==> src/design/ptdc_pkg.sv <==
// ----------------------------------------------------------------------------
// ptdc_pkg
// Shared types, constants, tables and fixed-point helpers of the drive
// controller.
// ----------------------------------------------------------------------------
package ptdc_pkg;

    localparam int PATH_LEN     = 1024;
    localparam int CORDIC_STEPS = 16;
    localparam int DIV_STEPS    = 64;
    localparam int DIV_CW       = $clog2(DIV_STEPS + 1);

    localparam logic [9:0] IDX_LAST = 10'((PATH_LEN - 1) < 1023 ? (PATH_LEN - 1) : 1023);

    localparam logic signed [33:0] CORDIC_K   = 34'sd652032874;
    localparam logic signed [33:0] TWO_PI_Q16 = 34'sd411775;

    localparam logic signed [33:0] ATAN_TAB [24] = '{
        34'sh020000000, 34'sh012E4051E, 34'sh009FB385B, 34'sh0051111D4,
        34'sh0028B0D43, 34'sh00145D7E1, 34'sh000A2F61E, 34'sh000517C55,
        34'sh00028BE53, 34'sh000145F2F, 34'sh0000A2F98, 34'sh0000517CC,
        34'sh000028BE6, 34'sh0000145F3, 34'sh00000A2FA, 34'sh00000517D,
        34'sh0000028BE, 34'sh00000145F, 34'sh000000A30, 34'sh000000518,
        34'sh00000028C, 34'sh000000146, 34'sh0000000A3, 34'sh000000051
    };

    typedef enum logic [2:0] {
        CFG_LINEAR_SPEED,
        CFG_WHEEL_BASE,
        CFG_WHEEL_RADIUS,
        CFG_LAT_KP,
        CFG_LAT_KI,
        CFG_LAT_KD,
        CFG_HEADING_KP,
        CFG_ARRIVE_DIST
    } t_cfg_idx;

    typedef enum logic [4:0] {
        S_IDLE, S_CORD, S_DXS, S_DYC, S_ELAT, S_EANG, S_PT, S_KI, S_ALO, S_AHI,
        S_INC, S_HT, S_KD, S_DIVD, S_WSAT, S_LW, S_LWC, S_DIVL, S_RST, S_DIVR,
        S_UX, S_UY, S_AD, S_ADV, S_OUT
    } t_state;

    function automatic logic signed [67:0] rnd16(input logic signed [67:0] v);
        return (v + 68'sd32768) >>> 16;
    endfunction

    function automatic logic ovf32(input logic signed [67:0] v);
        return (v > 68'sd2147483647) || (v < -68'sd2147483648);
    endfunction

    function automatic logic signed [31:0] sat32(input logic signed [67:0] v);
        if (v > 68'sd2147483647) begin
            return 32'sh7FFFFFFF;
        end else if (v < -68'sd2147483648) begin
            return 32'sh80000000;
        end
        return v[31:0];
    endfunction

endpackage

==> src/design/ptdc_mul.sv <==
// ----------------------------------------------------------------------------
// ptdc_mul
// Shared signed 34 x 34 multiplier with a registered product.
// ----------------------------------------------------------------------------
module ptdc_mul
    import ptdc_pkg::*;
(
    input  logic               i_clk,
    input  logic signed [33:0] i_a,
    input  logic signed [33:0] i_b,
    output logic signed [67:0] o_p
);

    logic signed [67:0] r_p;

    always_ff @(posedge i_clk) begin
        r_p <= i_a * i_b;
    end

    assign o_p = r_p;

endmodule

==> config.mk <==
export PLATFORM = sky130hd
export DESIGN_NAME = ptdc_mul
export DESIGN_NICKNAME = d
export VERILOG_FILES = /design/src/design/ptdc_pkg.sv /design/src/design/ptdc_mul.sv
export SDC_FILE = /design/constraint.sdc
export NUM_CORES = 2
export LEC_CHECK = 0
export ABC_CLOCK_PERIOD_IN_PS = 7700
export BUFFER_PORTS_ARGS = -buffer_cell sky130_fd_sc_hd__clkbuf_2
export CAP_MARGIN = 20
export CORE_ASPECT_RATIO = 1.5
export CORE_MARGIN = 2
export CORE_UTILIZATION = 58
export DETAILED_ROUTE_END_ITERATION = 12
export GPL_TIMING_DRIVEN = 1
export PLACE_DENSITY = 0.78
export SYNTH_ARGS = -nofsm -noshare
export SYNTH_HDL_FRONTEND = slang
export SYNTH_SLANG_ARGS = --single-unit
==> constraint.sdc <==
create_clock -name i_clk -period 7.7 [get_ports i_clk]
set_clock_uncertainty 0.15 [all_clocks]
set_input_delay 0.385 -clock i_clk [delete_from_list [all_inputs] [get_ports i_clk]]
set_output_delay 0.385 -clock i_clk [all_outputs]
set_load 0.005 [all_outputs]
==> results.env <==
STATUS='complete, no violations'
CTS.ROOT.BUFFER_CELL='sky130_fd_sc_hd__clkbuf_16'
FIN_NETS=6523
CTS_BUFFERS=9
FIRST_GLOBAL_VIAS=37500
DP_HPWL_UM=112000
SYNTHCELLS=4554
ROW_COUNT=122
CORE_SQ_UM=73600
SYN_TO_FINAL_GROWTH_PCT=16.5
CRIT_START='i_b[1]'
WORST_SETUP_PATH_END_KIND='flop'
RELSLEWSLACK=0.549
INITIAL_CORE_UTIL=0.585
CRITICAL_PATH_ARRIVAL_PS=7750
WORST_EP_REQUIRED_TIME_PS=7820
YOSYSWARNINGCOUNT=0
DETAIL_ROUTE.DRC_VIOLATIONS=0
GLOBALROUTETOTALUTIL=0.355
TIMING.FINAL.MAX_SLEW_VIOLATIONS=0
REPORT.FINAL.SETUP_VIOL=0
WHS_PATH_DEPTH=2
ROUTED_WIRELENGTH_UM=132000
NETLIST.AREA_LEADER.SHARE=0.577
KIND_OF_PATH_BEHIND_THE_TIGHTEST_HOLD_CHECK='in2reg'
CRITICAL-PATH-MAX-STAGE-DELAY_PS=570
CRIT_SLOWEST_CELL='sky130_fd_sc_hd__fa_1'
WORST_HOLD_STARTPOINT='i_b[0]'
DIE_WIDTH_UM=226
YOSYS_REGISTER_BITS=68
DRIVE_GT1_FRAC=0.172
FINAL_MIN_PERIOD_OVER_CLOCK_PERIOD=0.991
DIE_H_UM=338
GP_CONGESTION=1.01
NUMPORTBUFFERS=136
NUMCLOCKSINKS=68
TOTAL_OF_MAX_CAP_VIOLATIONS=0
TIMING.FMAX_MHz=131
CLK_PATH_BUF_DEPTH=2
CTS.REPORTEDPATHS.CLKPINSLEW_PS=70
AVERAGE_DETAILED_ROUTED_WIRE_LENGTH_PER_INSTANCE_UM=22.0
ROUTE.VIAS.TOTAL=33200
PIN_COUNT_OF_THE_BIGGEST_NET_ENTERING_GLOBAL_ROUTING=29
SYNTH.LARGEST_AREA_CELL='sky130_fd_sc_hd__fa_1'
TOP_COUNT_CELL_POST_SYNTH='sky130_fd_sc_hd__fa_1'
POSTROUTEANTENNANETS=0
SYNTH.NET_COUNT=6068
LARGEST_REG_FLOPS=68
PIN_COUNT=137
YS_TOP_CELLS_BY_COUNT='sky130_fd_sc_hd__fa_1, sky130_fd_sc_hd__inv_1, sky130_fd_sc_hd__and2_1'
NETLIST_AREA_SQ_UM=43000
PATH_CLASS='in2reg'
TIGHTESTPINTRANSITION_PS=672
DETAILED_PLACE.AREA_SQ_UM=48400
COUNT_OF_HOLD_BUFFERS_INSERTED_BY_POST_CTS_REPAIR=0
NUMBER_OF_LIBRARY_CELL_TYPES_MAPPED_BY_SYNTHESIS=69
TRITONCTS='done'
GRT_SETUP_UNREPAIRED='yes'
GRT_FIRST_PASS_WIRELENGTH_UM=199000
TOTALNEGATIVESETUPSLACK_PS=0
SYN-MEAN-INSTANCE-AREA_SQ_UM=9.45
REMAINING_GLOBAL_ROUTE_OVERFLOW=0
YOSYS_MOST_USED_DFF='sky130_fd_sc_hd__dfxtp_1'
FINALNONFILLERCELLS=6014
ASYNCSETRESETFLOPFRACSYNTH=0
WORST_PATH_MOST_REPEATED_CELL='sky130_fd_sc_hd__fa_1'
POST-PLACE-CELLS=5940
FILLERS=5408
HOLD-PATH-ENDPOINT='o_p[0]'
SYNTH.AREA.TOP_CELLS='sky130_fd_sc_hd__fa_1, sky130_fd_sc_hd__inv_1, sky130_fd_sc_hd__and2_1'
DIEAREA_SQ_UM=76400
CTS_HTREE_LEVELS=3
MIN_PERIOD_PS=7630
FINISH.INSTANCE_AREA_SQ_UM=50100
POST_DRT_VIA_CELL_RATIO=5.52
SETUP.WORST_PATH.START_CLASS='primary input'
SYNTH_EDF_COUNT=0
ANTENNA_VIOLATIONS_BEFORE_REPAIR=10
POST_SYNTHESIS_SEQUENTIAL_AREA_RATIO=0.0316
FIRST_PASS_ITERS=6
FINALHOLDVIOLCOUNT=0
FINAL.HOLD.WORST_SLACK_PS=250
CRITPATHMAXFANOUT=7
DRT_ITER0_DRC=2210
-- layout by cell type, fill, tap and decap left out, types with 5 or more instances in the layout --
master and instances:
sky130_fd_sc_hd__dfxtp_1 68, sky130_fd_sc_hd__fa_2 36, sky130_fd_sc_hd__buf_2 8, sky130_fd_sc_hd__a21oi_2 14, sky130_fd_sc_hd__buf_8 8, sky130_fd_sc_hd__ha_1 183
sky130_fd_sc_hd__a21oi_1 48, sky130_fd_sc_hd__o21ai_0 23, sky130_fd_sc_hd__and2_4 11, sky130_fd_sc_hd__diode_2 8, sky130_fd_sc_hd__ha_4 17, sky130_fd_sc_hd__nand2b_1 20
sky130_fd_sc_hd__nor2b_1 9, sky130_fd_sc_hd__buf_12 62, sky130_fd_sc_hd__o21ai_1 6, sky130_fd_sc_hd__clkbuf_4 7, sky130_fd_sc_hd__clkbuf_2 105, sky130_fd_sc_hd__xor2_1 23
sky130_fd_sc_hd__a21o_1 36, sky130_fd_sc_hd__xnor2_1 56, sky130_fd_sc_hd__inv_1 1199, sky130_fd_sc_hd__nand2_1 539, sky130_fd_sc_hd__nand3_1 10, sky130_fd_sc_hd__a31oi_1 6
sky130_fd_sc_hd__o21ai_2 11, sky130_fd_sc_hd__inv_2 30, sky130_fd_sc_hd__buf_4 455, sky130_fd_sc_hd__nor3_1 5, sky130_fd_sc_hd__clkbuf_16 17, sky130_fd_sc_hd__and2_1 610
sky130_fd_sc_hd__nand4_1 11, sky130_fd_sc_hd__o21bai_1 12, sky130_fd_sc_hd__nor2_1 54, sky130_fd_sc_hd__fa_1 1205, sky130_fd_sc_hd__buf_6 19, sky130_fd_sc_hd__and3_1 5
-- logic make-up after synthesis --
| kind of cell | after synthesis | synth area share |
|---|---|---|
| AND/OR/NAND/NOR | 1296 | 0.154 |
| adder cells (fa/ha/maj) | 1445 | 0.637 |
| buffers and inverters | 1460 | 0.128 |
| AO/OA/AOI/OAI | 206 | 0.0335 |
| XOR/XNOR | 79 | 0.0161 |
| flip-flops | 68 | 0.0316 |
-- per-layer routing --
layer,global-route usage,share of wire,wire (um),up-vias
met1,0.331,0.28,37100,16900
li1,-,-,-,13700
met5,0,0.00037,49,-
met3,0.0590,0.064,8530,871
met2,0.622,0.52,68300,1692
met4,0.392,0.14,18400,6
-- what timing repair did --
action                     4_1_cts  5_1_grt
cloned                           0        8
pin swaps                        5      132
buffers inserted                 5       38
gates resized for setup          7      266
setup endpoints to repair        9       26
-- worst max path at each step --
stage / to / slack (ps) / cells past startpoint
after CTS: o_p[65] / 5 / 24
after floorplan: o_p[67] / 150 / 24
after detailed placement: o_p[65] / -610 / 26
after global placement: o_p[64] / -400 / 28
after global routing: o_p[67] / -100 / 29
final: o_p[65] / 70 / 30
-- worst max-delay path, delay by kind of cell --
| kind | cells | cell delay (ps) |
|---|---|---|
| xor gates and xnor gates | 1 | 130 |
| adders and majority gates | 9 | 4410 |
| buffers and inverters | 11 | 1100 |
| AOI/OAI and AO/OA | 7 | 1470 |
| and+or+nand+nor | 2 | 220 |
-- per-stage QoR --
step	setup slack [ps]	utilization
after floorplan	151	-
after global placement	-395	0.658
after detailed placement	-607	0.658
after CTS	4.56	0.663
after global routing	-103	0.681
final	67.7	0.681
-- cell type report --
type | count | area [sq um] | share of cell area
Multi-Input combinational cell | 3026 | 36700 | 0.733
Clock inverter | 7 | 82.6 | 0.00165
Antenna cell | 8 | 20.0 | 0.000400
Timing Repair Buffer | 672 | 5810 | 0.116
Sequential cell | 68 | 1360 | 0.0272
Tap cell | 992 | 1240 | 0.0248
Inverter | 1232 | 4630 | 0.0924
Clock buffer | 9 | 225 | 0.00449
Power is left out: the tool's default activity adds up to more than one toggle a clock period on the data nets, which glitch-free logic cannot reach.
