## src/design/ptdc_pkg.sv

```systemverilog
// ----------------------------------------------------------------------------
// ptdc_pkg
// Shared types, constants, tables and fixed-point helpers of the drive
// controller.
// ----------------------------------------------------------------------------
package ptdc_pkg;

    localparam int PATH_LEN     = 1024;
    localparam int CORDIC_STEPS = 16;
    localparam int DIV_STEPS    = 64;
    localparam int DIV_CW       = $clog2(DIV_STEPS + 1);

    localparam logic [9:0] IDX_LAST = 10'((PATH_LEN - 1) < 1023 ? (PATH_LEN - 1) : 1023);

    localparam logic signed [33:0] CORDIC_K   = 34'sd652032874;
    localparam logic signed [33:0] TWO_PI_Q16 = 34'sd411775;

    localparam logic signed [33:0] ATAN_TAB [24] = '{
        34'sh020000000, 34'sh012E4051E, 34'sh009FB385B, 34'sh0051111D4,
        34'sh0028B0D43, 34'sh00145D7E1, 34'sh000A2F61E, 34'sh000517C55,
        34'sh00028BE53, 34'sh000145F2F, 34'sh0000A2F98, 34'sh0000517CC,
        34'sh000028BE6, 34'sh0000145F3, 34'sh00000A2FA, 34'sh00000517D,
        34'sh0000028BE, 34'sh00000145F, 34'sh000000A30, 34'sh000000518,
        34'sh00000028C, 34'sh000000146, 34'sh0000000A3, 34'sh000000051
    };

    typedef enum logic [2:0] {
        CFG_LINEAR_SPEED,
        CFG_WHEEL_BASE,
        CFG_WHEEL_RADIUS,
        CFG_LAT_KP,
        CFG_LAT_KI,
        CFG_LAT_KD,
        CFG_HEADING_KP,
        CFG_ARRIVE_DIST
    } t_cfg_idx;

    typedef enum logic [4:0] {
        S_IDLE, S_CORD, S_DXS, S_DYC, S_ELAT, S_EANG, S_PT, S_KI, S_ALO, S_AHI,
        S_INC, S_HT, S_KD, S_DIVD, S_WSAT, S_LW, S_LWC, S_DIVL, S_RST, S_DIVR,
        S_UX, S_UY, S_AD, S_ADV, S_OUT
    } t_state;

    function automatic logic signed [67:0] rnd16(input logic signed [67:0] v);
        return (v + 68'sd32768) >>> 16;
    endfunction

    function automatic logic ovf32(input logic signed [67:0] v);
        return (v > 68'sd2147483647) || (v < -68'sd2147483648);
    endfunction

    function automatic logic signed [31:0] sat32(input logic signed [67:0] v);
        if (v > 68'sd2147483647) begin
            return 32'sh7FFFFFFF;
        end else if (v < -68'sd2147483648) begin
            return 32'sh80000000;
        end
        return v[31:0];
    endfunction

endpackage

```

## src/design/ptdc_div.sv

```systemverilog
// ----------------------------------------------------------------------------
// ptdc_div
// Restoring signed divider, one quotient bit per cycle, truncating toward
// zero.
// ----------------------------------------------------------------------------
module ptdc_div
    import ptdc_pkg::*;
(
    input  logic               i_clk,
    input  logic               i_rst_n,
    input  logic               i_start,
    input  logic signed [63:0] i_num,
    input  logic [31:0]        i_den,
    output logic               o_done,
    output logic signed [64:0] o_quo
);

    logic [DIV_CW-1:0] r_cnt;
    logic              r_busy, r_done, r_neg;
    logic [31:0]       r_rem, r_den;
    logic [63:0]       r_q;
    logic [32:0]       trial;
    logic              ge;
    logic [64:0]       mag;

    assign trial = {r_rem, r_q[63]};
    assign ge    = trial >= {1'b0, r_den};

    always_ff @(posedge i_clk) begin
        if (!i_rst_n) begin
            r_busy <= 1'b0;
            r_done <= 1'b0;
        end else begin
            r_done <= 1'b0;
            if (i_start) begin
                r_busy <= 1'b1;
                r_cnt  <= DIV_CW'(DIV_STEPS);
                r_rem  <= '0;
                r_den  <= i_den;
                r_neg  <= i_num[63];
                r_q    <= i_num[63] ? 64'(-i_num) : 64'(i_num);
            end else if (r_busy) begin
                r_rem <= ge ? 32'(trial - {1'b0, r_den}) : trial[31:0];
                r_q   <= {r_q[62:0], ge};
                r_cnt <= r_cnt - 1'b1;
                if (r_cnt == DIV_CW'(1)) begin
                    r_busy <= 1'b0;
                    r_done <= 1'b1;
                end
            end
        end
    end

    assign mag    = {1'b0, r_q};
    assign o_quo  = r_neg ? -mag : mag;
    assign o_done = r_done;

endmodule

```

## config.mk

```make
export PLATFORM = sky130hd
export DESIGN_NAME = ptdc_div
export DESIGN_NICKNAME = d
export VERILOG_FILES = /design/src/design/ptdc_pkg.sv /design/src/design/ptdc_div.sv
export SDC_FILE = /design/constraint.sdc
export NUM_CORES = 1
export LEC_CHECK = 0
export ABC_CLOCK_PERIOD_IN_PS = 5000
export BUFFER_PORTS_ARGS = -buffer_cell sky130_fd_sc_hd__buf_4
export CAP_MARGIN = 10
export CORE_MARGIN = 2
export CORE_UTILIZATION = 53
export CTS_BUF_LIST = sky130_fd_sc_hd__clkbuf_8
export DETAILED_ROUTE_END_ITERATION = 12
export PLACE_DENSITY_LB_ADDON = 0.12
export SYNTH_ARGS = -nofsm -noshare
export SYNTH_HDL_FRONTEND = slang
export SYNTH_SLANG_ARGS = --single-unit
```

## constraint.sdc

```tcl
create_clock -name i_clk -period 5 [get_ports i_clk]
set_clock_uncertainty 0.2 [all_clocks]
set_input_delay 0 -clock i_clk [delete_from_list [all_inputs] [get_ports i_clk]]
set_output_delay 0 -clock i_clk [all_outputs]
set_load 0.03 [all_outputs]
```

==> results_dict.tcl, run 1 <==
set metrics [dict create \
    crit_fanout 7 \
    timing.final.crit_share_pct 94.9 \
    nets 1478 \
    yosys_warnings 0 \
    drc 0 \
    synth-seq-area-share_pct 41.2 \
    crit_arrival_ns 4.76 \
    antenna_left 0 \
    crit_type "input pin to flip-flop" \
    final_core_util_pct 71.2 \
    fin_tns_setup_ns 0 \
    drt_iter0_markers 723 \
    hold_viol 0 \
    insertion_delay_ns 0.47 \
    cp_slowest_stage_delay_ns 0.60 \
    cts_buffers 17 \
    end_kind "flip-flop" \
    synth_cells 1061 \
    setup_violations 0 \
    nFillCells 1445 \
    clk_pin_slew_ns 0.09 \
    placement.io_buffers 164 \
    synth_top_cell_by_area "edfxtp_1" \
    synth_edf_count 136 \
    hpwl_mm 17.8 \
    pre_cts_ws_ns 1.00 \
    grt_pass1_wl_mm 42.3 \
    grt_util_all_layers_pct 26.3 \
    p_seq_share_pct 39.9 \
    crit_chain "dlygate4sd3_1 -> buf_4 -> or4_1 -> nor4_2 -> nand4_1 -> or4_1 -> or3_1 -> o41ai_1 -> xor2_1 -> dlygate4sd3_1 -> a21oi_1 -> dlygate4sd3_1" \
    p_sw_share_pct 35.4 \
    dieArea_sq_mm 0.0200 \
    routed_wl_mm 26.5 \
    synth.area.top_cells "edfxtp_1 (41%), xnor2_1 (7.2%), xor2_1 (6.2%), a21oi_1 (4.9%), ha_1 (4.5%)" \
    dr_total_vias 9164 \
    rsz0062_at_grt "no" \
    synth_fp_nets 1197 \
    cp_slowest_cell "dlygate4sd3_1" \
    firstDrtPassIters 5 \
    cpLargestDelayFamily "simple AND/OR/NAND/NOR gates" \
    grt_start_max_net_pins 95 \
    area_delta_synth_final_pct 32.5 \
    tritoncts "yes" \
    fmax_mhz 211 \
    p_int_uw 2380 \
    cts_buffer_depth 2 \
    ys_seq_elements 138 \
    drive_above_1_share_pct 17.9 \
    outcome "complete, no violations" \
    die_w_um 141 \
    cts_root_buf "clkbuf_8" \
    detail_route.wl_per_cell_um 16.7 \
    cts_sinks 138 \
    synthArstFlopShare_pct 0 \
    syn_area_sq_mm 0.0100 \
    fin_ws_ns 0.254 \
    stdcell_count 1589 \
    p_leak_uw 0.00514 \
    worst_pin_slew_ns 1.11 \
    yosysTopAreaCellShare_pct 40.8 \
    power_frac_comb_pct 34.0 \
    h-tree-depth 4 \
    power.density_mw_per_mm2 277 \
    max_slew_margin_pct 25.9 \
    antenna_found_initial 0 \
    avgSynthCellArea_sq_um 9.44 \
    placed_cells 1412 \
    rows 50 \
    io_pins 165 \
    grt_overflow 0 \
    place.gp.congestion 0.897 \
    core_area_sq_mm 0.0186 \
    drv_cap 0 \
    start_util_pct 53.7 \
    timing.critical_path.mode_cell "dlygate4sd3_1" \
    slew_violations 0 \
    viasPerCell 5.77 \
    critical_path_required_ns 5.01 \
    startpoint_type "input pin" \
    synth_ff_type "edfxtp_1" \
    hold_path.class "input pin to flip-flop" \
    die_h_um 141 \
    clkPwrFrac_pct 26.1 \
    grt_pass1_vias 8654 \
    cp.buffers_inverters 4 \
    diodes 0 \
    switchingPower_uw 1300 \
    yosysUniqueCellTypes 62 \
    vdd_drop_max_uv 186 \
    period_needed_ns 4.75 \
]
-- worst register-to-register path: stages (launching register included) --
cell and delay [ns]:
edfxtp_1 0.47, inv_1 0.07, ha_1 0.22, fa_1 0.41
nand2b_1 0.19, a21oi_1 0.22, o211a_1 0.24, a21boi_0 0.19
o41a_1 0.50, o41ai_1 0.41, a21oi_1 0.11, nand3b_1 0.17
-- what timing repair did --
item | 4_1_cts | 5_1_grt
resized for setup | 0 | 3
endpoints found under the setup margin | 0 | 2
hold buffers | 145 | 0
buffers inserted | 0 | 0
endpoints found under the hold margin | 124 | 0
-- power groups by stage --
stage,combinational (uW),clock (uW),sequential (uW)
6_report,1250,961,1470
5_1_grt,1360,1020,1480
4_1_cts,1240,974,1470
3_5_place_dp,1120,0,1490
3_3_place_gp,1100,0,1490
2_1_floorplan,787,0,1480
-- layer usage --
layer | routed length (um) | track usage (%) | part of all wire (%)
met1 | 11800 | 35.9 | 45
met2 | 12500 | 42.2 | 47
met3 | 1470 | 4.05 | 5.5
met4 | 725 | 10.3 | 2.7
met5 | 0 | 0 | 0
-- layout by cell type (no fill, tap or decap), drive strengths merged, types with 36 or more instances in the layout --
master       instances
nor2               119
o31ai               36
a21oi               99
buf                171
xor2                71
ha                  36
inv                 59
nand2               57
edfxtp             136
xnor2               82
dlygate4sd3        145
o21ai               66
-- cells in the mapped netlist (3+ instances only) --
cell type	n
nand3b_1	3
o31a_1	3
a211oi_1	10
inv_1	48
xnor2_1	82
nor3b_1	7
nand3_1	15
o211ai_1	6
or4_4	4
mux2_2	4
o22ai_1	5
nor3_1	9
or4_1	20
nand4_1	12
nor2_1	119
or2_2	15
and3_1	3
o41ai_1	21
mux2i_1	19
nand2_1	57
edfxtp_1	136
o21ai_1	6
o21a_1	7
or3_4	4
nor4_1	7
nor2b_1	3
clkbuf_1	47
a31oi_1	3
o31ai_1	32
or3_1	24
xor2_1	71
ha_1	36
a21o_1	6
o21ai_0	60
buf_1	6
nand2b_1	15
a21oi_1	99
o31ai_2	4
and2_1	3
-- layout make-up --
class                   count  area, sq um  share of cell area, %
multi-input cells         821         5530                   41.7
flip-flops and latches    138         4120                   31.1
clock inverters            15          174                   1.31
inverters                  48          180                   1.36
clock buffers              17          234                   1.76
repair buffers            316         2740                   20.6
well taps                 234          293                   2.21
-- sequential cells by signal (all words and copies together), names as in the netlist --
signal,flops
o_done,1
r_busy,1
r_cnt,7
r_den,32
r_neg,1
r_q,64
r_rem,32
-- path summary, 6_finish.rpt --
path	start	endpoint	depth (start not counted)	slack [ns]
max	i_num[22]	r_q[58]$_DFFE_PP_	12	0.25
min	i_den[20]	r_den[20]$_DFFE_PP_	2	0.05
min reg2reg	r_rem[14]$_SDFFCE_PP0P_	r_rem[15]$_SDFFCE_PP0P_	2	0.41
max reg2reg	r_q[63]$_DFFE_PP_	r_rem[30]$_SDFFCE_PP0P_	11	1.36
-- logic make-up after synthesis --
kind of cell | count (synthesis) | synth area share (%)
buf+inv | 102 | 3.86
xor+xnor | 153 | 13.4
fa+ha+maj | 37 | 4.70
compound gates | 283 | 18.0
mux | 23 | 2.35
simple gates | 325 | 16.5
flops | 138 | 41.2
-- metrics by stage --
stage | total power [uW] | area (sq um) | hold slack (ns)
after floorplan | 2260 | 10000 | -0.101
after global placement | 2590 | 11400 | -0.0219
after detailed placement | 2610 | 11400 | -0.0207
after CTS | 3680 | 13300 | 0.0240
after global routing | 3860 | 13300 | 0.0412
final | 3680 | 13300 | 0.0486
Note: power is estimated with default switching activity, not from simulation.
==> run 2: changes to the inputs <==
--- a/config.mk
+++ b/config.mk
@@ -9,7 +9,7 @@
 export BUFFER_PORTS_ARGS = -buffer_cell sky130_fd_sc_hd__buf_4
 export CAP_MARGIN = 10
 export CORE_MARGIN = 2
-export CORE_UTILIZATION = 53
+export CORE_UTILIZATION = 59
 export CTS_BUF_LIST = sky130_fd_sc_hd__clkbuf_8
 export DETAILED_ROUTE_END_ITERATION = 12
 export PLACE_DENSITY_LB_ADDON = 0.12
==> run 2 against run 1 <==
  * Hold slack got worse by 0.0088 ns
  * Cell count fell by 1.9%
  * Non-clock buffer count fell by 16
  * Clock power fell by 8.1%
  * First-iteration DRC count rose by 27%
  * Die area fell by 9.9%
  * Routed wire length rose by 6.7%
  * Register-to-register slack got worse by 0.07 ns
  * Via count rose by 3.6%
  * Global-route usage rose by 5.0 points
  * Critical path depth fell by 3
  * Largest cell class unchanged
  * Highest routed layer unchanged
==> results_dict.tcl, run 2 (synthesis results as in run 1) <==
set metrics [dict create \
    largest_register_ffs 64 \
    mostFrequentLayoutCells "buf_4 (170), edfxtp_1 (136), dlygate4sd3_1 (130)" \
    final_core_util_pct 78.6 \
    critical_path_required_ns 4.80 \
    crit_arrival_ns 4.40 \
    cpLargestDelayFamily "simple AND/OR/NAND/NOR gates" \
    antenna_left 0 \
    diodes 0 \
    fmax_mhz 218 \
    final_common_cell "buf_4" \
    power_uw 3600 \
    min_from "i_den[9]" \
    dr_total_vias 9497 \
    drc 0 \
    power.density_mw_per_mm2 276 \
    grt_util_all_layers_pct 31.3 \
    worst_pin_slew_ns 1.14 \
    stdcell_count 1559 \
    rr_startpoint "r_rem[9]$_SDFFCE_PP0P_" \
    slew_violations 0 \
    fin_tns_setup_ns 0 \
    startpoint_type "flip-flop" \
    grt_overflow 0 \
    area_delta_synth_final_pct 30.1 \
    die_h_um 134 \
    crit_chain "or4_4 -> or4_4 -> or4_4 -> or4_4 -> or3_4 -> or3_4 -> o41ai_4 -> xnor2_1 -> buf_4" \
    max_slew_margin_pct 23.8 \
    grt_start_max_net_pins 99 \
    end_kind "primary output" \
    cp_slowest_stage_delay_ns 0.55 \
    placement.io_buffers 164 \
    routed_wl_mm 28.3 \
    timing.critical_path.mode_cell "or4_4" \
    h-tree-depth 4 \
    period_needed_ns 4.60 \
    tritoncts "yes" \
    reg_top3 "r_q x64, r_den x32, r_rem x32" \
    placed_cells 1397 \
    cts_sinks 138 \
    firstDrtPassIters 5 \
    outcome "complete, no violations" \
    postPlaceCellArea_sq_mm 0.0114 \
    cts_buffer_depth 2 \
    grt_pass1_vias 9249 \
    cts_buffers 17 \
    crit_start "r_q[29]$_DFFE_PP_" \
    detail_route.wl_per_cell_um 18.2 \
    drv_cap 0 \
    setup_violations 0 \
    multiInputGateArea_sq_mm 0.00551 \
    io_pins 165 \
    dieArea_sq_mm 0.0180 \
    start_util_pct 60.4 \
    crit_type "flip-flop to primary output" \
    p_leak_uw 0.00505 \
    timing.final.crit_share_pct 91.9 \
    die_w_um 134 \
    nets 1462 \
    seqCellArea_sq_mm 0.00412 \
    hold_viol 0 \
    hpwl_mm 17.8 \
    cp_slowest_cell "or4_4" \
    drt_iter0_markers 919 \
    place.gp.congestion 0.892 \
    rows 47 \
    nFillCells 1110 \
    crit_fanout 6 \
    vdd_drop_max_uv 198 \
    post-cts-setup-buffer-count 0 \
    cp.buffers_inverters 1 \
    rsz0062_at_grt "no" \
    grt_pass1_wl_mm 45.0 \
    core_area_sq_mm 0.0166 \
    antenna_found_initial 0 \
    drive_above_1_share_pct 17.8 \
    top_register "r_q" \
    hold_path.class "input pin to flip-flop" \
    clk_pin_slew_ns 0.09 \
    viasPerCell 6.09 \
    insertion_delay_ns 0.47 \
    cts_root_buf "clkbuf_8" \
    fin_area_sq_mm 0.0130 \
]
==> run 2: worst paths after layout <==
check	depth (start not counted)	slack, ns	to
setup / recovery	9	0.40	o_quo[59]
hold / removal	2	0.04	r_den[9]$_DFFE_PP_
hold reg to reg	2	0.31	o_done$_SDFF_PP0_
setup reg to reg	8	1.29	r_rem[24]$_SDFFCE_PP0P_
==> run 2: metrics by stage <==
stage          hold WS (ns)  setup slack [ns]
2_1_floorplan        -0.101              1.11
3_3_place_gp        -0.0219              1.05
3_5_place_dp        -0.0205             0.962
4_1_cts              0.0150             0.441
5_1_grt              0.0245             0.252
6_report             0.0399             0.404
==> run 2: metal layers <==
layer	up-vias	global-route usage, %	part of all wire, %
met4	0	12.3	3.1
met5	-	0	0
met2	461	52.0	48
li1	4436	-	-
met3	81	5.33	7.3
met1	4519	41.0	41
==> run 2: layout make-up <==
cell class,count,area share (%)
multi-input combinational,821,42.3
sequential,138,31.6
timing repair buffer,300,19.8
tap,220,2.11
clock buffer,17,1.80
inverter,48,1.38
clock inverter,15,0.998
==> run 2: what timing repair did <==
action	CTS	global route
endpoints found under the hold margin	114	0
hold buffers	130	0
gates resized for setup	0	0
==> run 2: power breakdown <==
part	leakage, uW	internal, uW	switching (uW)	total [uW]
combinational	0.00356	542	704	1250
sequential	0.00131	1400	74.6	1470
clock	0.000181	361	522	883
total	0.00505	2300	1300	3600
