--- config.mk ---
export PLATFORM = sky130hd
export DESIGN_NAME = ptdc_cordic
export DESIGN_NICKNAME = d
export VERILOG_FILES = /design/src/design/ptdc_pkg.sv /design/src/design/ptdc_cordic.sv
export SDC_FILE = /design/constraint.sdc
export NUM_CORES = 1
export LEC_CHECK = 0
export ABC_AREA = 1
export BUFFER_PORTS_ARGS = -buffer_cell sky130_fd_sc_hd__buf_2
export CAP_MARGIN = 20
export CORE_UTILIZATION = 40
export DETAILED_ROUTE_END_ITERATION = 12
export PLACE_DENSITY = 0.53
export SLEW_MARGIN = 20
export SYNTH_ARGS = -nofsm -noshare
export SYNTH_HDL_FRONTEND = slang
export SYNTH_SLANG_ARGS = --single-unit
--- constraint.sdc ---
create_clock -name i_clk -period 5.74 [get_ports i_clk]
set_input_delay 0.287 -clock i_clk [delete_from_list [all_inputs] [get_ports i_clk]]
set_output_delay 0.287 -clock i_clk [all_outputs]
set_load 0.03 [all_outputs]
--- src/design/ptdc_pkg.sv ---
// ----------------------------------------------------------------------------
// ptdc_pkg
// Shared types, constants, tables and fixed-point helpers of the drive
// controller.
// ----------------------------------------------------------------------------
package ptdc_pkg;

    localparam int PATH_LEN     = 1024;
    localparam int CORDIC_STEPS = 16;
    localparam int DIV_STEPS    = 64;
    localparam int DIV_CW       = $clog2(DIV_STEPS + 1);

    localparam logic [9:0] IDX_LAST = 10'((PATH_LEN - 1) < 1023 ? (PATH_LEN - 1) : 1023);

    localparam logic signed [33:0] CORDIC_K   = 34'sd652032874;
    localparam logic signed [33:0] TWO_PI_Q16 = 34'sd411775;

    localparam logic signed [33:0] ATAN_TAB [24] = '{
        34'sh020000000, 34'sh012E4051E, 34'sh009FB385B, 34'sh0051111D4,
        34'sh0028B0D43, 34'sh00145D7E1, 34'sh000A2F61E, 34'sh000517C55,
        34'sh00028BE53, 34'sh000145F2F, 34'sh0000A2F98, 34'sh0000517CC,
        34'sh000028BE6, 34'sh0000145F3, 34'sh00000A2FA, 34'sh00000517D,
        34'sh0000028BE, 34'sh00000145F, 34'sh000000A30, 34'sh000000518,
        34'sh00000028C, 34'sh000000146, 34'sh0000000A3, 34'sh000000051
    };

    typedef enum logic [2:0] {
        CFG_LINEAR_SPEED,
        CFG_WHEEL_BASE,
        CFG_WHEEL_RADIUS,
        CFG_LAT_KP,
        CFG_LAT_KI,
        CFG_LAT_KD,
        CFG_HEADING_KP,
        CFG_ARRIVE_DIST
    } t_cfg_idx;

    typedef enum logic [4:0] {
        S_IDLE, S_CORD, S_DXS, S_DYC, S_ELAT, S_EANG, S_PT, S_KI, S_ALO, S_AHI,
        S_INC, S_HT, S_KD, S_DIVD, S_WSAT, S_LW, S_LWC, S_DIVL, S_RST, S_DIVR,
        S_UX, S_UY, S_AD, S_ADV, S_OUT
    } t_state;

    function automatic logic signed [67:0] rnd16(input logic signed [67:0] v);
        return (v + 68'sd32768) >>> 16;
    endfunction

    function automatic logic ovf32(input logic signed [67:0] v);
        return (v > 68'sd2147483647) || (v < -68'sd2147483648);
    endfunction

    function automatic logic signed [31:0] sat32(input logic signed [67:0] v);
        if (v > 68'sd2147483647) begin
            return 32'sh7FFFFFFF;
        end else if (v < -68'sd2147483648) begin
            return 32'sh80000000;
        end
        return v[31:0];
    endfunction

endpackage

--- src/design/ptdc_cordic.sv ---
// ----------------------------------------------------------------------------
// ptdc_cordic
// Iterative rotation CORDIC: sine and cosine of a binary angle, signed 20-bit with 16 fraction bits (Q3.16).
// ----------------------------------------------------------------------------
module ptdc_cordic
    import ptdc_pkg::*;
(
    input  logic               i_clk,
    input  logic               i_rst_n,
    input  logic               i_start,
    input  logic [15:0]        i_yaw,
    output logic               o_done,
    output logic signed [19:0] o_sin,
    output logic signed [19:0] o_cos
);

    logic signed [33:0] r_x, r_y, r_z;
    logic [4:0]         r_i;
    logic               r_busy, r_done, r_flip;
    logic               flip;
    logic signed [15:0] a16;
    logic signed [33:0] shx, shy, xr, yr;

    assign flip = i_yaw[15] ^ i_yaw[14];
    assign a16  = flip ? (i_yaw ^ 16'h8000) : i_yaw;
    assign shx  = r_x >>> r_i;
    assign shy  = r_y >>> r_i;

    always_ff @(posedge i_clk) begin
        if (!i_rst_n) begin
            r_busy <= 1'b0;
            r_done <= 1'b0;
        end else begin
            r_done <= 1'b0;
            if (i_start) begin
                r_busy <= 1'b1;
                r_i    <= '0;
                r_flip <= flip;
                r_x    <= CORDIC_K;
                r_y    <= '0;
                r_z    <= 34'(signed'({a16, 16'h0000}));
            end else if (r_busy) begin
                if (!r_z[33]) begin
                    r_x <= r_x - shy;
                    r_y <= r_y + shx;
                    r_z <= r_z - ATAN_TAB[r_i];
                end else begin
                    r_x <= r_x + shy;
                    r_y <= r_y - shx;
                    r_z <= r_z + ATAN_TAB[r_i];
                end
                r_i <= r_i + 5'd1;
                if (r_i == 5'(CORDIC_STEPS - 1)) begin
                    r_busy <= 1'b0;
                    r_done <= 1'b1;
                end
            end
        end
    end

    assign xr     = (r_x + 34'sd8192) >>> 14;
    assign yr     = (r_y + 34'sd8192) >>> 14;
    assign o_cos  = r_flip ? -xr[19:0] : xr[19:0];
    assign o_sin  = r_flip ? -yr[19:0] : yr[19:0];
    assign o_done = r_done;

endmodule

==> flow_summary_export.csv, run 1 <==
group,metric,value,unit
run_status,status,"finished clean",
die,die_area,45700,sq um
place,dpl-instance-area,18900,sq um
global_route,track_usage,29.2,%
power_and_ir_drop,combPwrFrac,72.3,%
power_and_ir_drop,clkPwrFrac,8.8,%
global_route,grt_first_pass_wirelength,103000,microns
synthesis,synth_nets,3184,
die,initial_core_util,40.6,%
place,dp_cells,3635,
power_and_ir_drop,power,8.15,mW
critical_path,r2r_slack,400,ps
die,coreArea,44200,sq um
global_route,grt_pass1_vias,18555,
hold_path,holdPathStages,2,
critical_path,critPathSlowestCell,"edfxtp_1",
detailed_routing,dr.pass1.iters,6,
finish,area.sequential,3280,sq um
timing,slew_viol_final,0,
critical_path,crit_path_start_kind,"register",
synthesis,ys_async_sr_fraction,0,%
clock_tree,cts_root_buffer,"clkbuf_16",
clock_tree,cts.sinks,110,
global_route,grt_antenna_before_repair,0,
synthesis,syn_area_per_cell,5.89,sq um
critical_path,crit_required,5860,ps
finish,layout-drive-gt1-share,6.02,%
detailed_routing,detail-route-antenna-nets,0,
timing,clock_skew,10.3,ps
global_route,met3_usage,2.42,%
detailed_routing,drc,0,
place,place_congestion,0.954,
critical_path,cp_common_cell,"nand2_1",
hold_path,hold_class,"input port to register",
detailed_routing,vias,20138,
die,io_pins,60,
place,dp_hpwl,52900,microns
finish,final_common_cell,"nand2_1",
finish,design_area,19200,sq um
timing,tns,0,ps
clock_tree,ctsLongestPathBuffers,2,
finish,final_cell_mix,"nand2_1, nand3_1, inv_1",
die,num_rows,77,
critical_path,reg2reg_depth,28,
timing,min_period,5340,ps
power_and_ir_drop,seqPwrFrac,18.8,%
critical_path,critical_path.max_stage_delay,450,ps
timing,fin_hold_ws,145,ps
global_route,grt_max_degree,81,
clock_tree,cts-buffers-inserted,9,
place,port_buffers,59,
timing,setup_viol,0,
synthesis,ys.warnings.count,0,
critical_path,r2r_start,"r_i[0]",
timing,setup_ws,403,ps
detailed_routing,drt-total-wl,66300,microns
critical_path,crit_arrival,5460,ps
global_route,grt_overflow,0,
critical_path,endpoint_kind,"register",
finish,multi_input_comb_area,12900,sq um
timing,rsz0062_at_grt,"yes",
power_and_ir_drop,p_leak,9.46,nW
power_and_ir_drop,vdd_drop_max,175,uV
synthesis,syn_inst,3046,
detailed_routing,wl_per_cell,18.2,microns
clock_tree,cts_tree,"built",
timing,relSlewSlack,35.5,%
synthesis,syn_area,17900,sq um
clock_tree,worstSkewPairLatency,410,ps
global_route,use_met1,38.5,%
clock_tree,clk_pin_slew,90,ps
critical_path,path_class,"register to register",
global_route,top_usage_layer,"met2",
power_and_ir_drop,p_sw,4.69,mW
finish,instances_no_fill,3651,
power_and_ir_drop,switching_share,57.5,%
finish,area_delta_synth_final,6.85,%
synthesis,ys_types,51,
finish,nets,3192,
hold_path,hp-start,"i_yaw[5]",
clock_tree,htree_levels,3,
power_and_ir_drop,intPower,3.47,mW
critical_path,r2r-end,"r_x[22]",
synthesis,synth_edf_count,108,
critical_path,crit_fanout,54,
place,pre_cts_ws,438,ps
synthesis,synth_top_flop_cell,"edfxtp_1",
clock_tree,ctsHoldBuffers,0,
detailed_routing,initialDrtViolationCount,1845,
detailed_routing,drt-vias-per-instance,5.52,
timing,max_freq,187,MHz
finish,final_util,43.4,%
power_and_ir_drop,p_per_area,425,nW/um^2
synthesis,ys_ff_latch,110,
timing,hold_violations,0,
finish,fillCellCount,4840,
job,max_cap_violations,0,
synthesis,seq_area_frac_synth,18.3,%
timing,period_share,93.0,%
hold_path,min_to,"r_z[21]",
clock_tree,cts_setup_buffers,0,
timing,worst_pin_slew,968,ps
finish,antennaDiodeCount,0,
die,die_h,214,microns
die,die_w,214,microns
global_route,grt_use_met2,50.3,%
## cells in the mapped netlist, types with 4 or more instances
cell type,n,share of area (%)
nand2_1,941,20
nand3_1,406,11
inv_1,325,6.8
nor2_1,280,5.9
a21oi_1,186,5.2
o21ai_0,174,4.9
ha_1,116,8.1
edfxtp_1,108,18
xor2_1,92,4.5
buf_2,46,1.3
xnor2_1,44,2.1
nand4_1,38,1.3
nor3_1,34,0.95
clkbuf_1,31,0.65
a31oi_1,23,0.80
or2_2,21,0.73
o21a_1,16,0.67
a21o_1,13,0.54
buf_1,13,0.27
o21ai_1,11,0.31
nand2_2,10,0.35
nor4_1,10,0.35
buf_6,9,0.56
nand3b_1,9,0.38
buf_4,7,0.29
nor2_2,7,0.24
nor2_4,7,0.44
o211ai_1,7,0.29
o221ai_1,6,0.29
inv_2,5,0.10
a211oi_1,4,0.17
a21boi_0,4,0.17
nand3_2,4,0.22
o2111ai_1,4,0.20
o21bai_1,4,0.17
## kinds of logic after synthesis
kind of cell | Yosys count | share of synthesized area, %
AO/OA/AOI/OAI | 469 | 14.5
AND/OR/NAND/NOR | 1773 | 42.1
buffers and inverters | 439 | 10.0
flip-flops | 110 | 18.3
adder cells (fa/ha/maj) | 119 | 8.42
XOR/XNOR | 136 | 6.64
## worst max-delay path: cells and delay by family, from the launching register on
| family | cells | cell delay (ps) |
|---|---|---|
| AOI/OAI and AO/OA | 5 | 1340 |
| xor gates and xnor gates | 1 | 230 |
| adders and majority gates | 2 | 520 |
| buffers and inverters | 6 | 880 |
| DFF | 1 | 450 |
| and+or+nand+nor | 14 | 1600 |
## final cells by class
cell class	instances	area share, %
multi-input cells	2497	67.2
clock inverters	7	0.405
flip-flops and latches	110	17.1
repair buffers	104	3.76
well taps	592	3.86
clock buffers	9	1.17
inverters	332	6.50
## state kept, by name (all words and copies together), names as in the netlist
signal  count
r_i         5
r_busy      1
o_done      1
r_flip      1
r_y        34
r_z        34
r_x        34
## worst max-delay path by stage
stage	slack, ps	depth (start not counted)	end	startpoint
after global placement	460	32	r_x[33]	r_i[0]
after floorplan	1140	30	r_z[28]	r_i[1]
after detailed placement	440	32	r_z[29]	r_i[0]
after global routing	-20	26	r_x[22]	r_i[3]
final	400	28	r_x[22]	r_i[0]
after CTS	410	32	r_x[32]	r_i[0]
## power groups by stage
stage | clock [mW] | sequential (mW) | combinational [mW]
after global routing | 0.758 | 1.56 | 6.64
after detailed placement | 0 | 1.55 | 5.79
after CTS | 0.739 | 1.54 | 5.83
after floorplan | 0 | 1.35 | 4.36
after global placement | 0 | 1.55 | 5.78
final | 0.719 | 1.54 | 5.90
## metal layers
metal	vias to the layer above	part of all wire, %
li1	10134	-
met3	85	3.8
met5	-	0
met2	563	47
met1	9356	46
met4	0	2.5
## timing repair
action	in CTS	in global routing
gates resized for setup	0	5
setup endpoints to repair	0	4
endpoints found under the hold margin	0	0
(Power assumes the default switching activity.)
==> inputs of run 2 (changes only) <==
Settings changed: PLACE_DENSITY 0.53 to not set.
Clock period 5.74 ns to 5.29 ns, I/O delays scaled along.
==> run 2 against run 1 <==
  * Maximum frequency grew 8.9%
  * Largest cell class unchanged
  * Via count grew 0.51%
  * Critical path depth shrank 1
  * Hold slack lost 23 ps
==> flow_summary_export.csv, run 2 (same netlist as run 1, synthesis figures left out) <==
group,metric,value,unit
timing,hold_violations,0,
finish,nets,3234,
global_route,grt_first_pass_wirelength,100000,microns
job,max_cap_violations,0,
global_route,track_usage,28.3,%
clock_tree,cts_root_buffer,"clkbuf_16",
clock_tree,cts-buffers-inserted,9,
timing,setup_ws,391,ps
clock_tree,clk_pin_slew,90,ps
timing,worst_pin_slew,991,ps
detailed_routing,dr.pass1.iters,6,
global_route,grt_max_degree,85,
power_and_ir_drop,p_leak,9.70,nW
timing,relSlewSlack,34.0,%
clock_tree,cts.sinks,110,
finish,final_util,44.4,%
place,place_congestion,1.02,
critical_path,crit_fanout,24,
place,dp_hpwl,51600,microns
finish,final_common_cell,"nand2_1",
die,num_rows,77,
critical_path,crit_arrival,5060,ps
run_status,status,"finished clean",
timing,setup_viol,0,
finish,reg_top3,"r_x: 34 flops, r_y: 34 flops, r_z: 34 flops",
detailed_routing,initialDrtViolationCount,1798,
clock_tree,ctsLongestPathBuffers,2,
power_and_ir_drop,vdd_drop_max,187,uV
finish,layout-drive-gt1-share,7.97,%
clock_tree,htree_levels,3,
finish,antennaDiodeCount,0,
die,io_pins,60,
detailed_routing,detail-route-antenna-nets,0,
detailed_routing,drc,0,
finish,multi_input_comb_area,13000,sq um
hold_path,hold_class,"input port to register",
critical_path,path_class,"register to register",
timing,slew_viol_final,0,
die,coreArea,44200,sq um
timing,clock_skew,21.5,ps
place,port_buffers,59,
clock_tree,cts_tree,"built",
detailed_routing,wl_per_cell,17.4,microns
global_route,grt_pass1_vias,18914,
critical_path,crit_required,5450,ps
die,die_area,45700,sq um
die,initial_core_util,40.6,%
die,die_h,214,microns
global_route,grt_overflow,0,
finish,area.sequential,3280,sq um
timing,period_share,92.6,%
timing,max_freq,204,MHz
finish,area_delta_synth_final,9.48,%
detailed_routing,drt-total-wl,64400,microns
finish,final_cell_mix,"nand2_1, nand3_1, inv_1",
power_and_ir_drop,p_per_area,460,nW/um^2
critical_path,endpoint_kind,"register",
critical_path,crit_path_start_kind,"register",
global_route,grt_antenna_before_repair,0,
timing,min_period,4900,ps
die,die_w,214,microns
place,pre_cts_ws,111,ps
detailed_routing,drt-vias-per-instance,5.48,
detailed_routing,vias,20240,
clock_tree,worstSkewPairLatency,420,ps
power_and_ir_drop,power,9.05,mW
finish,fillCellCount,4856,
run 2: changes by cell type in the layout (fill, tap and decap cells not counted), sizes merged:
cell | before | now
bufinv | 1 | 2
inv | 334 | 331
buf | 104 | 146
clkinv | 4 | 5
clkbuf | 9 | 10
run 2: repair_timing:
item,4_1_cts,5_1_grt
resized for setup,0,39
buffers inserted,0,3
hold endpoints to repair,0,0
hold buffers,0,0
setup endpoints to repair,0,27
run 2: final cells by class:
| type | instances | area share, % |
|---|---|---|
| flip-flops and latches | 110 | 16.7 |
| inverters | 332 | 6.35 |
| well taps | 592 | 3.77 |
| multi-input cells | 2497 | 66.1 |
| repair buffers | 146 | 5.39 |
| clock inverters | 6 | 0.535 |
| clock buffers | 10 | 1.17 |
run 2: layer usage:
layer | vias to the layer above | wire length [microns] | track usage [%]
li1 | 10221 | - | -
met1 | 9276 | 28600 | 35.9
met2 | 648 | 30800 | 49.6
met3 | 95 | 3100 | 2.80
met4 | 0 | 1950 | 9.98
met5 | - | 0 | 0
run 2: critical path, cell delays in order, from the launching register on:
cell	delay [ps]
edfxtp_1	470
inv_2	150
buf_6	230
nand3_1	130
nand3_1	120
nand3_1	150
nand3_1	150
nand2_1	150
inv_1	120
ha_1	170
nand3_1	90
nor2_1	120
nand2_2	80
nor2_4	130
nand3_2	140
o21ai_4	250
buf_4	150
xor2_1	50
ha_1	360
nand2_1	150
nor2_1	130
inv_1	40
o21bai_1	280
a21oi_2	140
o21ai_1	340
a21oi_1	160
nor2_1	120
nor2_1	50
run 2: metrics by stage:
step | area [sq um] | instances | hold slack [ps] | TNS (ps)
floorplan | 17900 | 3046 | 414 | 0
global placement | 19200 | 3674 | 513 | 0
detailed placement | 19200 | 3674 | 522 | 0
CTS | 19500 | 3690 | 105 | 0
global route | 19600 | 3693 | 122 | -31.8
finish | 19600 | 3693 | 122 | 0
run 2: where the power goes:
group | switching (mW) | internal [mW]
Combinational | 4.42 | 2.23
Sequential | 0.274 | 1.30
Clock | 0.402 | 0.426
run 2: final timing paths:
check | start | endpoint | cells after the start | slack [ps]
max | r_i[1] | r_y[26] | 27 | 390
min | i_yaw[4] | r_z[20] | 3 | 120
max reg2reg | r_i[1] | r_y[26] | 27 | 390
min reg2reg | r_busy | o_done | 2 | 540
==> inputs of run 3 (changes only) <==
Settings changed: BUFFER_PORTS_ARGS -buffer_cell sky130_fd_sc_hd__buf_2 to -buffer_cell sky130_fd_sc_hd__buf_4, CELL_PAD_IN_SITES_DETAIL_PLACEMENT set to 0, CELL_PAD_IN_SITES_GLOBAL_PLACEMENT set to 1, PLACE_DENSITY_LB_ADDON set to 0.1.
==> run 3 against run 2 <==
  * First-iteration DRC count fell by 20%
  * Clock power fell by 9.1%
  * Core utilization fell by 0.051 points
  * Worst setup slack got worse by 200 ps
  * Sequential power barely moved
  * Wire length rose by 2.8%
  * Clock-buffer cell count fell by 1
  * Design area fell by 0.11%
  * Via count fell by 0.65%
  * Die area did not move
  * Largest power group unchanged
==> flow_summary_export.csv, run 3 (same netlist as run 1, synthesis figures left out) <==
group,metric,value,unit
run_status,status,"finished clean",
die,die_area,45700,sq um
clock_tree,ctsHoldBuffers,0,
global_route,grt_overflow,0,
global_route,grt_max_degree,81,
power_and_ir_drop,p_per_area,458,nW/um^2
clock_tree,cts.sinks,110,
power_and_ir_drop,combPwrFrac,73.9,%
detailed_routing,dr.pass1.iters,5,
timing,clock_skew,14.2,ps
power_and_ir_drop,p_sw,5.13,mW
finish,layout-drive-gt1-share,7.43,%
global_route,grt_antenna_before_repair,0,
detailed_routing,drt-vias-per-instance,5.47,
timing,min_period,5100,ps
global_route,grt_first_pass_wirelength,104000,microns
finish,antennaDiodeCount,0,
clock_tree,clk_pin_slew,90,ps
clock_tree,cts_tree,"built",
detailed_routing,initialDrtViolationCount,1443,
clock_tree,worstSkewPairLatency,410,ps
clock_tree,cts_root_buffer,"clkbuf_16",
place,port_buffers,59,
finish,final_common_cell,"nand2_1",
job,max_cap_violations,0,
power_and_ir_drop,intPower,3.87,mW
die,coreArea,44200,sq um
global_route,grt_pass1_vias,19030,
finish,reg_top3,"r_x: 34 flops, r_y: 34 flops, r_z: 34 flops",
power_and_ir_drop,vdd_drop_max,260,uV
critical_path,critPathSlowestCell,"edfxtp_1",
critical_path,crit_required,5460,ps
critical_path,crit_fanout,40,
critical_path,crit_path_start_kind,"register",
detailed_routing,route.met3.wl,2830,microns
global_route,track_usage,29.2,%
timing,setup_ws,186,ps
timing,rsz0062_at_grt,"yes",
place,pre_cts_ws,160,ps
critical_path,critical_path.max_stage_delay,450,ps
detailed_routing,vias,20109,
power_and_ir_drop,power,9.00,mW
timing,relSlewSlack,41.4,%
power_and_ir_drop,p_leak,9.65,nW
clock_tree,cts-buffers-inserted,9,
detailed_routing,top_layer,"met4",
timing,period_share,96.5,%
detailed_routing,wl_met2,31500,microns
detailed_routing,drt-total-wl,66300,microns
place,dpl-instance-area,19200,sq um
timing,hold_violations,0,
die,num_rows,77,
finish,area_delta_synth_final,9.36,%
power_and_ir_drop,switching_share,57.0,%
critical_path,cp_cell_sequence,"buf_4 > buf_6 > ha_1 > o21ai_0 > o221ai_1 > nor2_1 > nand3_1 > nor3_1 > nand2_1 > nand2_2 > xor2_1 > ha_1 > nand2_1 > nor2_1 > inv_1 > nor2_1 > nand4_1 > o2111ai_1 > or2_2 > nand3_1 > nand2_1",
critical_path,path_class,"register to register",
timing,fin_hold_ws,118,ps
place,place_congestion,0.967,
timing,setup_viol,0,
hold_path,holdPathStages,3,
critical_path,endpoint_kind,"register",
power_and_ir_drop,clkPwrFrac,8.4,%
place,dp_hpwl,53600,microns
timing,worst_pin_slew,877,ps
finish,final_cell_mix,"nand2_1, nand3_1, inv_1",
hold_path,hold_class,"input port to register",
timing,max_freq,196,MHz
critical_path,crit_arrival,5280,ps
clock_tree,htree_levels,3,
critical_path,reg2reg_depth,21,
power_and_ir_drop,seqPwrFrac,17.7,%
die,io_pins,60,
detailed_routing,drc,0,
finish,design_area,19600,sq um
finish,nets,3217,
clock_tree,ctsLongestPathBuffers,2,
die,die_w,214,microns
detailed_routing,wl_per_cell,18.0,microns
detailed_routing,wl_met1,29800,microns
detailed_routing,detail-route-antenna-nets,0,
timing,slew_viol_final,0,
die,initial_core_util,40.6,%
die,die_h,214,microns
[run 3: cell type report]
type	instances	area, sq um
fill	4911	24600
multi-input combinational	2497	13000
sequential	110	3280
inverter	332	1250
timing repair buffer	129	1090
tap	592	741
clock buffer	9	225
clock inverter	7	72.6
[run 3: timing repair]
item / 4_1_cts / 5_1_grt
hold endpoints to repair: 0 / 0
buffers inserted: 0 / 3
resized for setup: 0 / 39
endpoints found under the setup margin: 0 / 30
[run 3: routing by layer]
layer / vias to the layer above / track usage [%]
met5: - / 0
met4: 0 / 10.9
met3: 93 / 2.74
met2: 533 / 49.7
met1: 9288 / 38.2
li1: 10195 / -
[run 3: final timing paths]
kind | to | start | slack [ps]
setup / recovery | r_z[27] | r_i[0] | 190
setup reg to reg | r_z[27] | r_i[0] | 190
hold / removal | r_z[17] | i_yaw[1] | 120
hold reg to reg | o_done | r_busy | 550
[run 3: through the flow]
step	instances	util, %	setup TNS, ps
after floorplan	3046	-	0
after global placement	3656	43.3	0
after detailed placement	3656	43.3	0
after CTS	3672	44.0	0
after global routing	3676	44.4	-100
final	3676	44.4	0
[run 3: power by group through the flow]
| stage | logic (mW) | registers (mW) | clock network [mW] |
|---|---|---|---|
| 2_1_floorplan | 4.74 | 1.47 | 0 |
| 3_3_place_gp | 6.47 | 1.62 | 0 |
| 3_5_place_dp | 6.50 | 1.62 | 0 |
| 4_1_cts | 6.53 | 1.60 | 0.771 |
| 5_1_grt | 7.50 | 1.61 | 0.799 |
| 6_report | 6.65 | 1.59 | 0.753 |
[run 3: worst max-delay path: cells and delay by family (launching register included)]
kind | cells | cell delay (ps)
buffers and inverters | 3 | 510
XOR/XNOR | 1 | 440
adder cells (fa/ha/maj) | 2 | 650
AND/OR/NAND/NOR | 12 | 1930
flip-flops | 1 | 450
AO/OA/AOI/OAI | 3 | 840
